$ cat config.mk
export PLATFORM = sky130hd
export DESIGN_NAME = spl_prefix
export DESIGN_NICKNAME = d
export VERILOG_FILES = /design/src/design/spl_pkg.sv /design/src/design/spl_prefix.sv
export SDC_FILE = /design/constraint.sdc
export NUM_CORES = 1
export LEC_CHECK = 0
export ABC_AREA = 0
export BUFFER_PORTS_ARGS = -buffer_cell sky130_fd_sc_hd__buf_4
export CORE_MARGIN = 2
export CORE_UTILIZATION = 25
export DETAILED_ROUTE_END_ITERATION = 7
export PLACE_DENSITY = 0.81
export REMOVE_ABC_BUFFERS = 1
export SYNTH_ARGS = -nofsm -noshare
export SYNTH_HDL_FRONTEND = slang
export SYNTH_SLANG_ARGS = --single-unit
$ cat constraint.sdc
create_clock -name vclk -period 1.8
set_input_delay 0.18 -clock vclk [all_inputs]
set_output_delay 0.18 -clock vclk [all_outputs]
set_load 0.01 [all_outputs]
$ cat src/design/spl_pkg.sv
// ----------------------------------------------------------------------------
// spl_pkg: shared types and constants of the sorted priority list
// Operation and status codes, per-cell compare flags and the cell load select.
// ----------------------------------------------------------------------------
package spl_pkg;

    localparam int DEPTH_DEF       = 64;
    localparam int KEY_BITS_DEF    = 32;
    localparam int HANDLE_BITS_DEF = 16;

    localparam int CAP_W       = 7;   // capacity register
    localparam int FUNC_W      = 2;
    localparam int STATUS_W    = 2;
    localparam int COUNT_OUT_W = 7;   // entry_count field
    localparam logic [CAP_W-1:0] CAP_RESET = CAP_W'(64);

    typedef enum logic [FUNC_W-1:0] {
        FN_ADD    = 2'd0,
        FN_REMOVE = 2'd1,
        FN_SEARCH = 2'd2,
        FN_FETCH  = 2'd3
    } func_t;

    typedef enum logic [STATUS_W-1:0] {
        STAT_OK   = 2'd0,
        STAT_FULL = 2'd1,
        STAT_MISS = 2'd2
    } status_t;

    // compare result of one cell against the operation key/handle
    typedef struct packed {
        logic lt;    // occupied and key below operation key
        logic eq;    // occupied and key equal
        logic hit;   // occupied, key and handle equal
    } spl_flags_t;

    // what a cell loads at the end of an operation
    typedef enum logic [1:0] {
        SEL_HOLD  = 2'd0,
        SEL_NEW   = 2'd1,
        SEL_LEFT  = 2'd2,
        SEL_RIGHT = 2'd3
    } spl_sel_t;

endpackage

$ cat src/design/spl_prefix.sv
// ----------------------------------------------------------------------------
// spl_prefix: inclusive prefix OR across the cell row
// Log-depth parallel prefix; bit i is set when any input bit 0..i is set.
// ----------------------------------------------------------------------------
module spl_prefix #(
    parameter int N = spl_pkg::DEPTH_DEF
) (
    input  logic [N-1:0] in_bits,
    output logic [N-1:0] out_bits
);

    localparam int LEVELS = (N > 1) ? $clog2(N) : 1;

    logic [N-1:0] lvl [LEVELS+1];

    assign lvl[0] = in_bits;

    for (genvar l = 0; l < LEVELS; l++) begin : g_lvl
        localparam int DIST = 1 << l;
        for (genvar i = 0; i < N; i++) begin : g_bit
            if (i >= DIST) begin : g_or
                assign lvl[l+1][i] = lvl[l][i] | lvl[l][i-DIST];
            end else begin : g_pass
                assign lvl[l+1][i] = lvl[l][i];
            end
        end
    end

    assign out_bits = lvl[LEVELS];

endmodule

# Word level (Yosys, flattened, before mapping)
# Index checks and enable logic that the tools add are counted.
# word_totals
reg_bits,0
# op_classes
bitwise_logic,321
# op_table
op,count
1-bit bitwise OR,321

# Logic depth before layout (Yosys ltp)
# logic_depth
ltp_word,6
depth_mapped,6

# Least setup slack after synthesis
# Ideal clock, no wire load.
# synth_path
kind,in2out
startpoint,in in_bits[0]
endpoint,out out_bits[34]
t_arrival_ns,1.972
required_time_ns,1.620
setup_slack_ns,-0.352
path_stages,5
path_buffers,0
path_cell_list,or4_4 -> and4bb_2 -> nand4_4 -> or3_4 -> or2_1
# synth_between
elab_chain_len,2
# synth_lines
element,line,text
"start, declared",spl_prefix.sv:8,"input logic [N-1:0] in_bits,"
1-bit bitwise OR (2 in a row),spl_prefix.sv:22,assign lvl[l+1][i] = lvl[l][i] | lvl[l][i-DIST];
"end, declared",spl_prefix.sv:9,output logic [N-1:0] out_bits
# Every way passes these cells.

# Worst setup path after layout
# layout_path
startpoint,in in_bits[3]
endpoint,out out_bits[41]
# layout_between
elab_chain_len,5
# layout_lines
element,line
1-bit bitwise OR (5 in a row),spl_prefix.sv:22
# Every way passes these cells.

==> impl_metrics.py <==
metrics = {
    "status": {
        "run_status": "finished, violations left",
        "violations": "setup timing",
    },
    "sta": {
        "fin_ws_ns": -0.484,
        "fmax_mhz": 438,
        "final_max_slew_viol_count": 0,
        "slew_headroom_pct": 68.0,
        "setup_viol": 56,
        "worstMarginPinSlew_ns": 0.476,
        "grt_setup_unrepaired": "yes",
        "final_hold_viol_count": 0,
        "layout_min_cycle_time_ns": 2.28,
        "period_share_pct": 127,
    },
    "place": {
        "place_inst": 310,
        "gp_congestion": 0.786,
        "dp_hpwl_um": 3340,
        "place_ws_ns": -0.416,
        "post_dp_cell_area_sq_um": 1930,
        "port_buffers": 128,
    },
    "power_and_ir_drop": {
        "power.static_leakage_nw": 1.02,
        "seq_power_share_pct": 0,
        "p_clk_share_pct": 0,
        "p_sw_w": 0.0000925,
        "power_density_nw_per_um2": 101,
        "pwr-share-comb_pct": 100.0,
        "switching_share_pct": 40.3,
        "p_int_w": 0.000137,
        "power_w": 0.000229,
        "vdd_ir_drop_max_mv": 0.109,
    },
    "global_routing": {
        "grt_pass1_wl_um": 7600,
        "met1_usage_pct": 31.2,
        "grt_start_max_net_pins": 12,
        "grt_use_met3_pct": 5.76,
        "met2_usage_pct": 55.1,
        "busiest_layer": "met2",
        "grt-ovfl-total": 0,
        "grt_pass1_vias": 1636,
        "antenna_found_initial": 0,
        "grt_util_all_layers_pct": 29.1,
    },
    "synth": {
        "yosysUniqueCellTypes": 25,
        "yosysWarnings": 0,
        "synthesis.area_sq_um": 698,
        "synthTopCellsByArea": "nand2_1, nor2_1, nor4_1, or2_2, nor3_1",
        "synth_commonest_cells": "nand2_1, nor2_1, nor3_1",
        "synth_cells": 121,
        "post-synth-top-count-cell": "nand2_1",
        "avgSynthCellArea_sq_um": 5.77,
        "synth_area_leader_cell": "nand2_1",
        "synth_top_area_share_pct": 10.2,
        "ys_seq_area_share_pct": 0,
    },
    "run": {
        "cap_violations": 0,
    },
    "setup_path": {
        "path_common_cell": "buf_6",
        "crit_path_max_fanout": 3,
        "criticalPathCategory": "input port to output port",
        "critPathLaunchType": "input port",
        "required_ns": 1.62,
        "crit_path_end_kind": "output port",
        "path_cells": "buf_6 > or4_4 > and4bb_2 > buf_6 > nand4_1 > or2_4 > nand3b_1 > buf_6",
        "cp_slowest_cell": "or4_4",
        "worstPathArrival_ns": 2.10,
        "max_stage_delay_ns": 0.53,
    },
    "clock_tree": {
        "ctsHoldBuffers": 0,
    },
    "detailed_routing": {
        "drtIter0Drc": 63,
        "wl_per_cell_um": 18.0,
        "viasPerCell": 5.52,
        "vias": 1761,
        "dr.pass1.iters": 4,
        "antenna_left": 0,
        "finalWirelength_um": 5740,
        "drc": 0,
    },
    "finish": {
        "fill_cells": 159,
        "fin_cells": 319,
        "syn_to_final_growth_pct": 224,
        "nClkBuffers": 0,
        "multi_input_area_sq_um": 766,
        "finalInstanceArea_sq_um": 2260,
        "seq_cell_count": 0,
        "fin_nets": 354,
        "drive_gt1_share_pct": 71.5,
        "final_core_util_pct": 83.6,
        "seq_area_sq_um": 0,
        "num_antenna_cells": 0,
    },
    "die": {
        "initial_core_util_pct": 25.8,
        "dieArea_sq_um": 3230,
        "die_y_um": 56.8,
        "core_sq_um": 2710,
        "rows": 19,
        "ios": 128,
        "chipWidth_um": 56.8,
    },
    "hold_path": {
        "whs_path_depth": 4,
        "min_path_type": "input port to output port",
        "holdPathEnd": "out_bits[50]",
        "hold_start": "in_bits[50]",
    },
}
## cell families (layout without fill, tap and decap cells)
logic type | after synthesis | after routing | share of synthesized area, %
buffers and inverters | 9 | 176 | 5.73
AND/OR/NAND/NOR | 112 | 112 | 94.3
## cell type report
| cell class | instances | share of cell area [%] |
|---|---|---|
| multi-input combinational | 112 | 33.8 |
| inverter | 6 | 1.10 |
| timing repair buffer | 170 | 63.4 |
| tap | 31 | 1.71 |
## worst max-delay path: cells and delay by family
kind	cells	cell delay, ns
AND/OR/NAND/NOR	5	1.54
buffers and inverters	3	0.38
## how the worst max path moves through the flow
stage	startpoint	end	slack, ns	cells after the start
after floorplan	in_bits[0]	out_bits[57]	-0.38	5
final	in_bits[3]	out_bits[41]	-0.48	8
after CTS	in_bits[3]	out_bits[34]	-0.36	7
after global placement	in_bits[0]	out_bits[34]	-0.41	7
after global routing	in_bits[3]	out_bits[41]	-0.49	8
after detailed placement	in_bits[0]	out_bits[34]	-0.42	7
## placed cells by master, fill, tap and decap left out, types with 4 or more instances in the layout
| cell type | synthesis | final |
|---|---|---|
| or3_1 | 7 | 4 |
| or2_4 | 0 | 6 |
| nor4_1 | 9 | 9 |
| nor2_1 | 17 | 16 |
| buf_6 | 0 | 39 |
| nand2b_1 | 6 | 5 |
| or3_4 | 1 | 4 |
| buf_4 | 1 | 130 |
| nor3_1 | 11 | 10 |
| nand2_2 | 0 | 4 |
| nand3_1 | 10 | 8 |
| nand3b_1 | 6 | 6 |
| nand2_1 | 19 | 13 |
## power by group through the flow
| stage | logic [W] | registers (W) | clock network [W] |
|---|---|---|---|
| after CTS | 0.000205 | 0 | 0 |
| final | 0.000229 | 0 | 0 |
| after global placement | 0.000196 | 0 | 0 |
| after floorplan | 0.0000335 | 0 | 0 |
| after global routing | 0.000241 | 0 | 0 |
| after detailed placement | 0.000199 | 0 | 0 |
## per-layer routing
metal	wire length, um	share of wire (%)
met3	645	11
met5	0	0
met2	2860	50
met4	299	5.2
met1	1930	34
## through the flow
| stage | hold WS [ns] | setup TNS (ns) |
|---|---|---|
| 2_1_floorplan | 0.360 | -9.61 |
| 3_3_place_gp | 0.631 | -13.25 |
| 3_5_place_dp | 0.634 | -13.78 |
| 4_1_cts | 0.628 | -12.97 |
| 5_1_grt | 0.644 | -19.18 |
| 6_report | 0.637 | -16.93 |
## repair_timing
| item | CTS | global route |
|---|---|---|
| gates resized for setup | 66 | 12 |
| cloned | 1 | 0 |
| pin swaps | 8 | 6 |
| setup buffers | 7 | 5 |
| endpoints found under the setup margin | 54 | 54 |
Note: power is estimated with default switching activity, not from simulation.
