`src/design/spl_pkg.sv`:
```
// ----------------------------------------------------------------------------
// spl_pkg: shared types and constants of the sorted priority list
// Operation and status codes, per-cell compare flags and the cell load select.
// ----------------------------------------------------------------------------
package spl_pkg;

    localparam int DEPTH_DEF       = 64;
    localparam int KEY_BITS_DEF    = 32;
    localparam int HANDLE_BITS_DEF = 16;

    localparam int CAP_W       = 7;   // capacity register
    localparam int FUNC_W      = 2;
    localparam int STATUS_W    = 2;
    localparam int COUNT_OUT_W = 7;   // entry_count field
    localparam logic [CAP_W-1:0] CAP_RESET = CAP_W'(64);

    typedef enum logic [FUNC_W-1:0] {
        FN_ADD    = 2'd0,
        FN_REMOVE = 2'd1,
        FN_SEARCH = 2'd2,
        FN_FETCH  = 2'd3
    } func_t;

    typedef enum logic [STATUS_W-1:0] {
        STAT_OK   = 2'd0,
        STAT_FULL = 2'd1,
        STAT_MISS = 2'd2
    } status_t;

    // compare result of one cell against the operation key/handle
    typedef struct packed {
        logic lt;    // occupied and key below operation key
        logic eq;    // occupied and key equal
        logic hit;   // occupied, key and handle equal
    } spl_flags_t;

    // what a cell loads at the end of an operation
    typedef enum logic [1:0] {
        SEL_HOLD  = 2'd0,
        SEL_NEW   = 2'd1,
        SEL_LEFT  = 2'd2,
        SEL_RIGHT = 2'd3
    } spl_sel_t;

endpackage

```
`src/design/spl_cell.sv`:
```
// ----------------------------------------------------------------------------
// spl_cell: one storage cell of the sorted list
// Holds one key/handle pair, compares it with the operation key and loads
// the new entry or a neighbor's entry when the list shifts.
// ----------------------------------------------------------------------------
module spl_cell #(
    parameter int KEY_BITS    = spl_pkg::KEY_BITS_DEF,
    parameter int HANDLE_BITS = spl_pkg::HANDLE_BITS_DEF
) (
    input  logic                   aclk,
    input  logic                   cmp_en,
    input  logic                   occ,
    input  logic [KEY_BITS-1:0]    op_key,
    input  logic [HANDLE_BITS-1:0] op_handle,
    input  spl_pkg::spl_sel_t      sel,
    input  logic [KEY_BITS-1:0]    left_key,
    input  logic [HANDLE_BITS-1:0] left_handle,
    input  logic [KEY_BITS-1:0]    right_key,
    input  logic [HANDLE_BITS-1:0] right_handle,
    output logic [KEY_BITS-1:0]    cell_key,
    output logic [HANDLE_BITS-1:0] cell_handle,
    output logic [KEY_BITS-1:0]    cell_key_nxt,
    output logic [HANDLE_BITS-1:0] cell_handle_nxt,
    output spl_pkg::spl_flags_t    flags
);

    logic [KEY_BITS-1:0]    key_reg, key_next;
    logic [HANDLE_BITS-1:0] handle_reg, handle_next;
    spl_pkg::spl_flags_t    flags_reg, flags_next;

    always_comb begin
        unique case (sel)
            spl_pkg::SEL_HOLD: begin
                key_next    = key_reg;
                handle_next = handle_reg;
            end
            spl_pkg::SEL_NEW: begin
                key_next    = op_key;
                handle_next = op_handle;
            end
            spl_pkg::SEL_LEFT: begin
                key_next    = left_key;
                handle_next = left_handle;
            end
            spl_pkg::SEL_RIGHT: begin
                key_next    = right_key;
                handle_next = right_handle;
            end
        endcase
    end

    always_comb begin
        flags_next.lt  = occ && (key_reg < op_key);
        flags_next.eq  = occ && (key_reg == op_key);
        flags_next.hit = occ && (key_reg == op_key) && (handle_reg == op_handle);
    end

    always_ff @(posedge aclk) begin
        key_reg    <= key_next;
        handle_reg <= handle_next;
        if (cmp_en) begin
            flags_reg <= flags_next;
        end
    end

    assign cell_key        = key_reg;
    assign cell_handle     = handle_reg;
    assign cell_key_nxt    = key_next;
    assign cell_handle_nxt = handle_next;
    assign flags           = flags_reg;

endmodule

```
`config.mk`:
```
export PLATFORM = sky130hd
export DESIGN_NAME = spl_cell
export DESIGN_NICKNAME = d
export VERILOG_FILES = /design/src/design/spl_pkg.sv /design/src/design/spl_cell.sv
export SDC_FILE = /design/constraint.sdc
export NUM_CORES = 1
export LEC_CHECK = 0
export BUFFER_PORTS_ARGS = -buffer_cell sky130_fd_sc_hd__buf_2
export CORE_AREA = 2 2 97 99
export CTS_CLUSTER_DIAMETER = 200
export DETAILED_ROUTE_END_ITERATION = 10
export DIE_AREA = 0 0 99 101
export GPL_TIMING_DRIVEN = 0
export HOLD_SLACK_MARGIN = 0.03
export PLACE_DENSITY = 0.86
export SKIP_LAST_GASP = 1
export SLEW_MARGIN = 20
export SYNTH_ARGS = -nofsm -noshare
export SYNTH_HDL_FRONTEND = slang
export SYNTH_SLANG_ARGS = --single-unit
```
`constraint.sdc`:
```
create_clock -name aclk -period 3.9 [get_ports aclk]
set_clock_uncertainty 0.1 [all_clocks]
set_input_delay 0.39 -clock aclk [delete_from_list [all_inputs] [get_ports aclk]]
set_output_delay 0.39 -clock aclk [all_outputs]
set_load 0.1 [all_outputs]
```
======== After elaboration in Yosys (flattened, before gate mapping) ========
Index checks and enable logic that the tools add are counted.
storage, ports and cells
  bits in registers ....................... 51
  bits of input ports ..................... 149
  output and inout port bits .............. 99
  logic and storage cells ................. 17
cells by class
  order comparisons ....................... 1
  eq/ne operators ......................... 5
  multiplexer cells ....................... 2
  reductions and logical operators ........ 4
operators with widths
  kind                                                  number
  case mux 32 bit (4 select lines)                      1
  case mux 16 bit (4 select lines)                      1
  equality test 32 bit                                  1
  < comparator 32 bit                                   1
  equality test 16 bit                                  1
  equality test 2 bit (second input constant)           2
  logical AND 1 bit                                     3
  equality test 2 x 1 -> 1 bit (second input constant)  1
  zero test 2 bit                                       1

======== Longest topological paths before layout ========
  word-level depth ........................ 3
  gate-level depth with buffers ........... 7
  gate-level depth less buffers ........... 7

======== Worst setup path after synthesis ========
Ideal clock, no wire load.
  path type ............................... register to register
  start ................................... reg key_reg[21], in the netlist cell_key[21]
  end ..................................... reg flags_reg (netlist bit flags[2]), data pin
  library setup time ...................... 0.130 ns
  arrival time ............................ 2.258 ns
  required time ........................... 3.670 ns
  slack ................................... 1.413 ns
  stages on the path, launching flop included .. 7
  path buffers ............................ 0
  clock period less this slack ............ 2.487 ns
  path through ............................ dfxtp_1 > ha_1 > a21o_1 > a21oi_2 > o221ai_2 > a2111oi_4 > o21a_1
RTL lines
  item                      line            source
  start: declaration        spl_cell.sv:27  logic [KEY_BITS-1:0] key_reg, key_next;
  start signal: assignment  spl_cell.sv:59  key_reg <= key_next;
  end signal: assignment    spl_cell.sv:62  flags_reg <= flags_next;
  end: declaration          spl_cell.sv:29  spl_pkg::spl_flags_t flags_reg, flags_next;

======== Final worst setup path ========
  start ................................... in sel[1]
  end ..................................... out cell_key_nxt[17]
on the way
  cells in the longest elaborated chain, start to end .. 2
  elaborated cells on any way between the ends .. 5
  those cells by class .................... eq/ne: 3; mux: 1; reduce/logical: 1
ends and longest elaborated chain
  item                                         line            source
  start: declaration                           spl_cell.sv:15  input spl_pkg::spl_sel_t sel,
  equality test 2 bit (tied with other cells)  spl_cell.sv:32  unique case (sel)
  case mux 32 bit (4 select lines) (*)         spl_cell.sv:32
  end: declaration                             spl_cell.sv:22  output logic [KEY_BITS-1:0] cell_key_nxt,
Every way passes the cells marked *; elsewhere a longest branch is shown, timed or not.

==> results.md <==
* RSZ-0062 raised after global routing: no
* Clock Sinks at 51
* Buffers on Ports at 246
* Final hold vios at 0
* Via count at 3,122
* Part of the power in the clock network at 12.9%
* Area of the mapped netlist at 3220 sq um
* Worst VDD drop at 0.293 mV
* Worst slew pin tran at 0.509 ns
* Initial antenna violation count at 0
* Fmax at 432 MHz
* Die Height at 101 um
* Post-place setup slack at 1.54 ns
* Die area at 10000 sq um
* Yosys reg bits at 51
* Cell internal pwr at 1.02 mW
* Crit Path Max Fanout at 10
* Distinct cell type count after synthesis at 28
* Worst-path clk slew at 0.09 ns
* # IOs at 248
* First-pass iteration count of the detailed router at 4
* Routed wire length at 10,400 um
* H-tree levels at 2
* Critical Path RT at 3.41 ns
* First-pass GRT wire length at 15,700 um
* CP arrival at 1.83 ns
* Fraction of the yosys area taken by sequential cells at 32.7%
* Root Buffer: clkbuf_8
* Post-synth net total at 429
* Gr ovfl total at 0
* Core box area at 8980 sq um
* Hold Crit Class: input pin to flop
* # DRC at 0
* Max Cap Viol at 0
* Min Tclk post-route at 2.32 ns
* Final #Nets at 682
* PD cells at 509 nW/um^2
* Largest net degree at the start of global routing at 16
* Kind of critical path: input pin to output pin
* Pleak at 2.39 nW
* Total CTS buffers at 5
* Sequential share of power at 27.1%
* Run status: finished, final reports clean
* Detailed-route vias per instance at 5.09
* Post-DRT Antenna Nets at 0
* Global Route Usage Sum at 19.9%
* Switching share of power at 57.2%
* Placed instance area at 4590 sq um
* CP dominant cell by count: buf_2
* Post-CTS setup buffer count at 0
* CTS tree: yes
* Yosys Warn Count at 0
* Vias in the first global route at 3,253
* Post-synth top area cell: mux4_2
* Initial Utilization at 35.8%
* Syn_area_per_cell at 13.0 sq um
* Post-synth top area share at 33.6%
* NetSw at 1.36 mW
* WL/cell at 17.0 um
* Largest register FFs at 32
* DRT iter0 DRCs at 68
* Crit path max-delay cell type: buf_2
* Dominant cells by area after synthesis: mux4_2, dfxtp_1, ha_1
* Max incr delay on CP at 0.43 ns
* Slew headroom at 66.3%
* Comb pwr share at 60.0%
* Area grow syn2layout at 45.3%
* Critical Path, Cell by Cell: buf_2 > buf_2 > buf_2 > mux4_2 > buf_2
* Final worst slack at 1.58 ns
* Final instance area at 4670 sq um
* DP Wirelength at 9150 um
* Post-Syn Instances at 248
* Final Setup Violations at 0
* CTS max path bufs at 2
* Worst Hold Slack at 0.238 ns
* Post-route clock period utilization at 59.4%
* Number of hold buffers added after cts at 0
* CP endpoint kind: output pin
* Antenna diodes at 0
* Post-cts sizing count at 0
* Setup TNS at 0 ns
* CP Launch Type: input pin
* Row count at 35
* RD Place Congestion at 0.842
* Layout cells sized above 1 at 62.9%
* Horiz. Die Dim at 99 um
* Number of max-slew violations in the final report at 0
* Worst skew pair latency at 0.30 ns
==> per-layer routing <==
metal,global-route usage [%],wire length [um]
met3,4.02,617
met1,23.7,4050
met5,0,0
met2,36.2,5620
met4,5.58,157
==> final timing paths <==
check | from | endpoint | slack [ns] | depth (start not counted)
worst min-delay path | cmp_en | flags[1]$_DFFE_PP_ | 0.24 | 1
worst min register to register | cell_key[9]$_DFF_P_ | cell_key[9]$_DFF_P_ | 0.53 | 1
worst max-delay path | sel[1] | cell_key_nxt[17] | 1.58 | 5
worst max register to register | cell_key[21]$_DFF_P_ | flags[2]$_DFFE_PP_ | 1.92 | 6
==> kinds of logic after synthesis <==
family / synth area share (%)
AOI/OAI and AO/OA: 5.91
DFF: 32.7
muxes: 33.6
buffers and inverters: 6.11
adders and majority gates: 12.5
xor gates and xnor gates: 4.36
and+or+nand+nor: 4.86
==> critical path: cells and delay by family <==
kind	cells	cell delay [ns]
multiplexers	1	0.28
buffers and inverters	4	1.15
==> through the flow <==
stage	power (mW)	util, %	std cells
after floorplan	1.82	-	248
after global placement	2.06	51.1	605
after detailed placement	2.09	51.1	605
after CTS	2.40	52.0	613
after global routing	2.47	52.0	613
final	2.38	52.0	613
==> Yosys cell counts <==
cell	number
o21a_1	3
a2111oi_4	1
xor2_1	8
a21oi_1	12
edfxtp_1	3
o22ai_1	1
buf_4	3
buf_2	7
a221o_1	1
nor3_1	1
nor3_2	1
dfxtp_1	48
o221ai_2	1
a21o_1	3
and4_1	2
nand2_1	9
nand3_1	2
nor4_2	1
nand4_1	7
nor2_1	3
mux4_2	48
inv_1	37
o21ai_0	2
a21oi_2	1
ha_1	32
xnor2_1	8
a211oi_1	1
nor4_1	2
==> cells in the final DEF (no fill, tap or decap), drive strengths merged <==
cell type,Yosys,routed
buf,10,256
a21oi,13,13
a221o,1,1
nand4,7,7
o21ai,2,2
nor3,2,2
o21a,3,3
a21o,3,3
clkbuf,0,6
nor4,3,3
nor2,3,3
clkinvlp,0,1
o22ai,1,1
ha,32,32
nand3,2,2
xor2,8,8
mux4,48,48
inv,37,37
edfxtp,3,3
clkinv,0,1
xnor2,8,8
dfxtp,48,48
o221ai,1,1
a211oi,1,1
and4,2,2
a2111oi,1,1
nand2,9,9
==> final cells by class <==
| class | count | area (sq um) |
|---|---|---|
| Inverter | 37 | 139 |
| Timing Repair Buffer | 246 | 1230 |
| Clock inverter | 2 | 12.5 |
| Fill cell | 786 | 4310 |
| Multi-Input combinational cell | 150 | 1970 |
| Tap cell | 111 | 139 |
| Buffer | 10 | 57.6 |
| Clock buffer | 6 | 72.6 |
| Sequential cell | 51 | 1050 |
==> power by group through the flow <==
| stage | sequential, mW | combinational, mW | clock (mW) |
|---|---|---|---|
| 2_1_floorplan | 1.10 | 0.718 | 0 |
| 3_3_place_gp | 0.653 | 1.41 | 0 |
| 3_5_place_dp | 0.657 | 1.43 | 0 |
| 4_1_cts | 0.645 | 1.43 | 0.322 |
| 5_1_grt | 0.653 | 1.48 | 0.336 |
| 6_report | 0.645 | 1.43 | 0.308 |
Power figures use the tool's default switching activity.
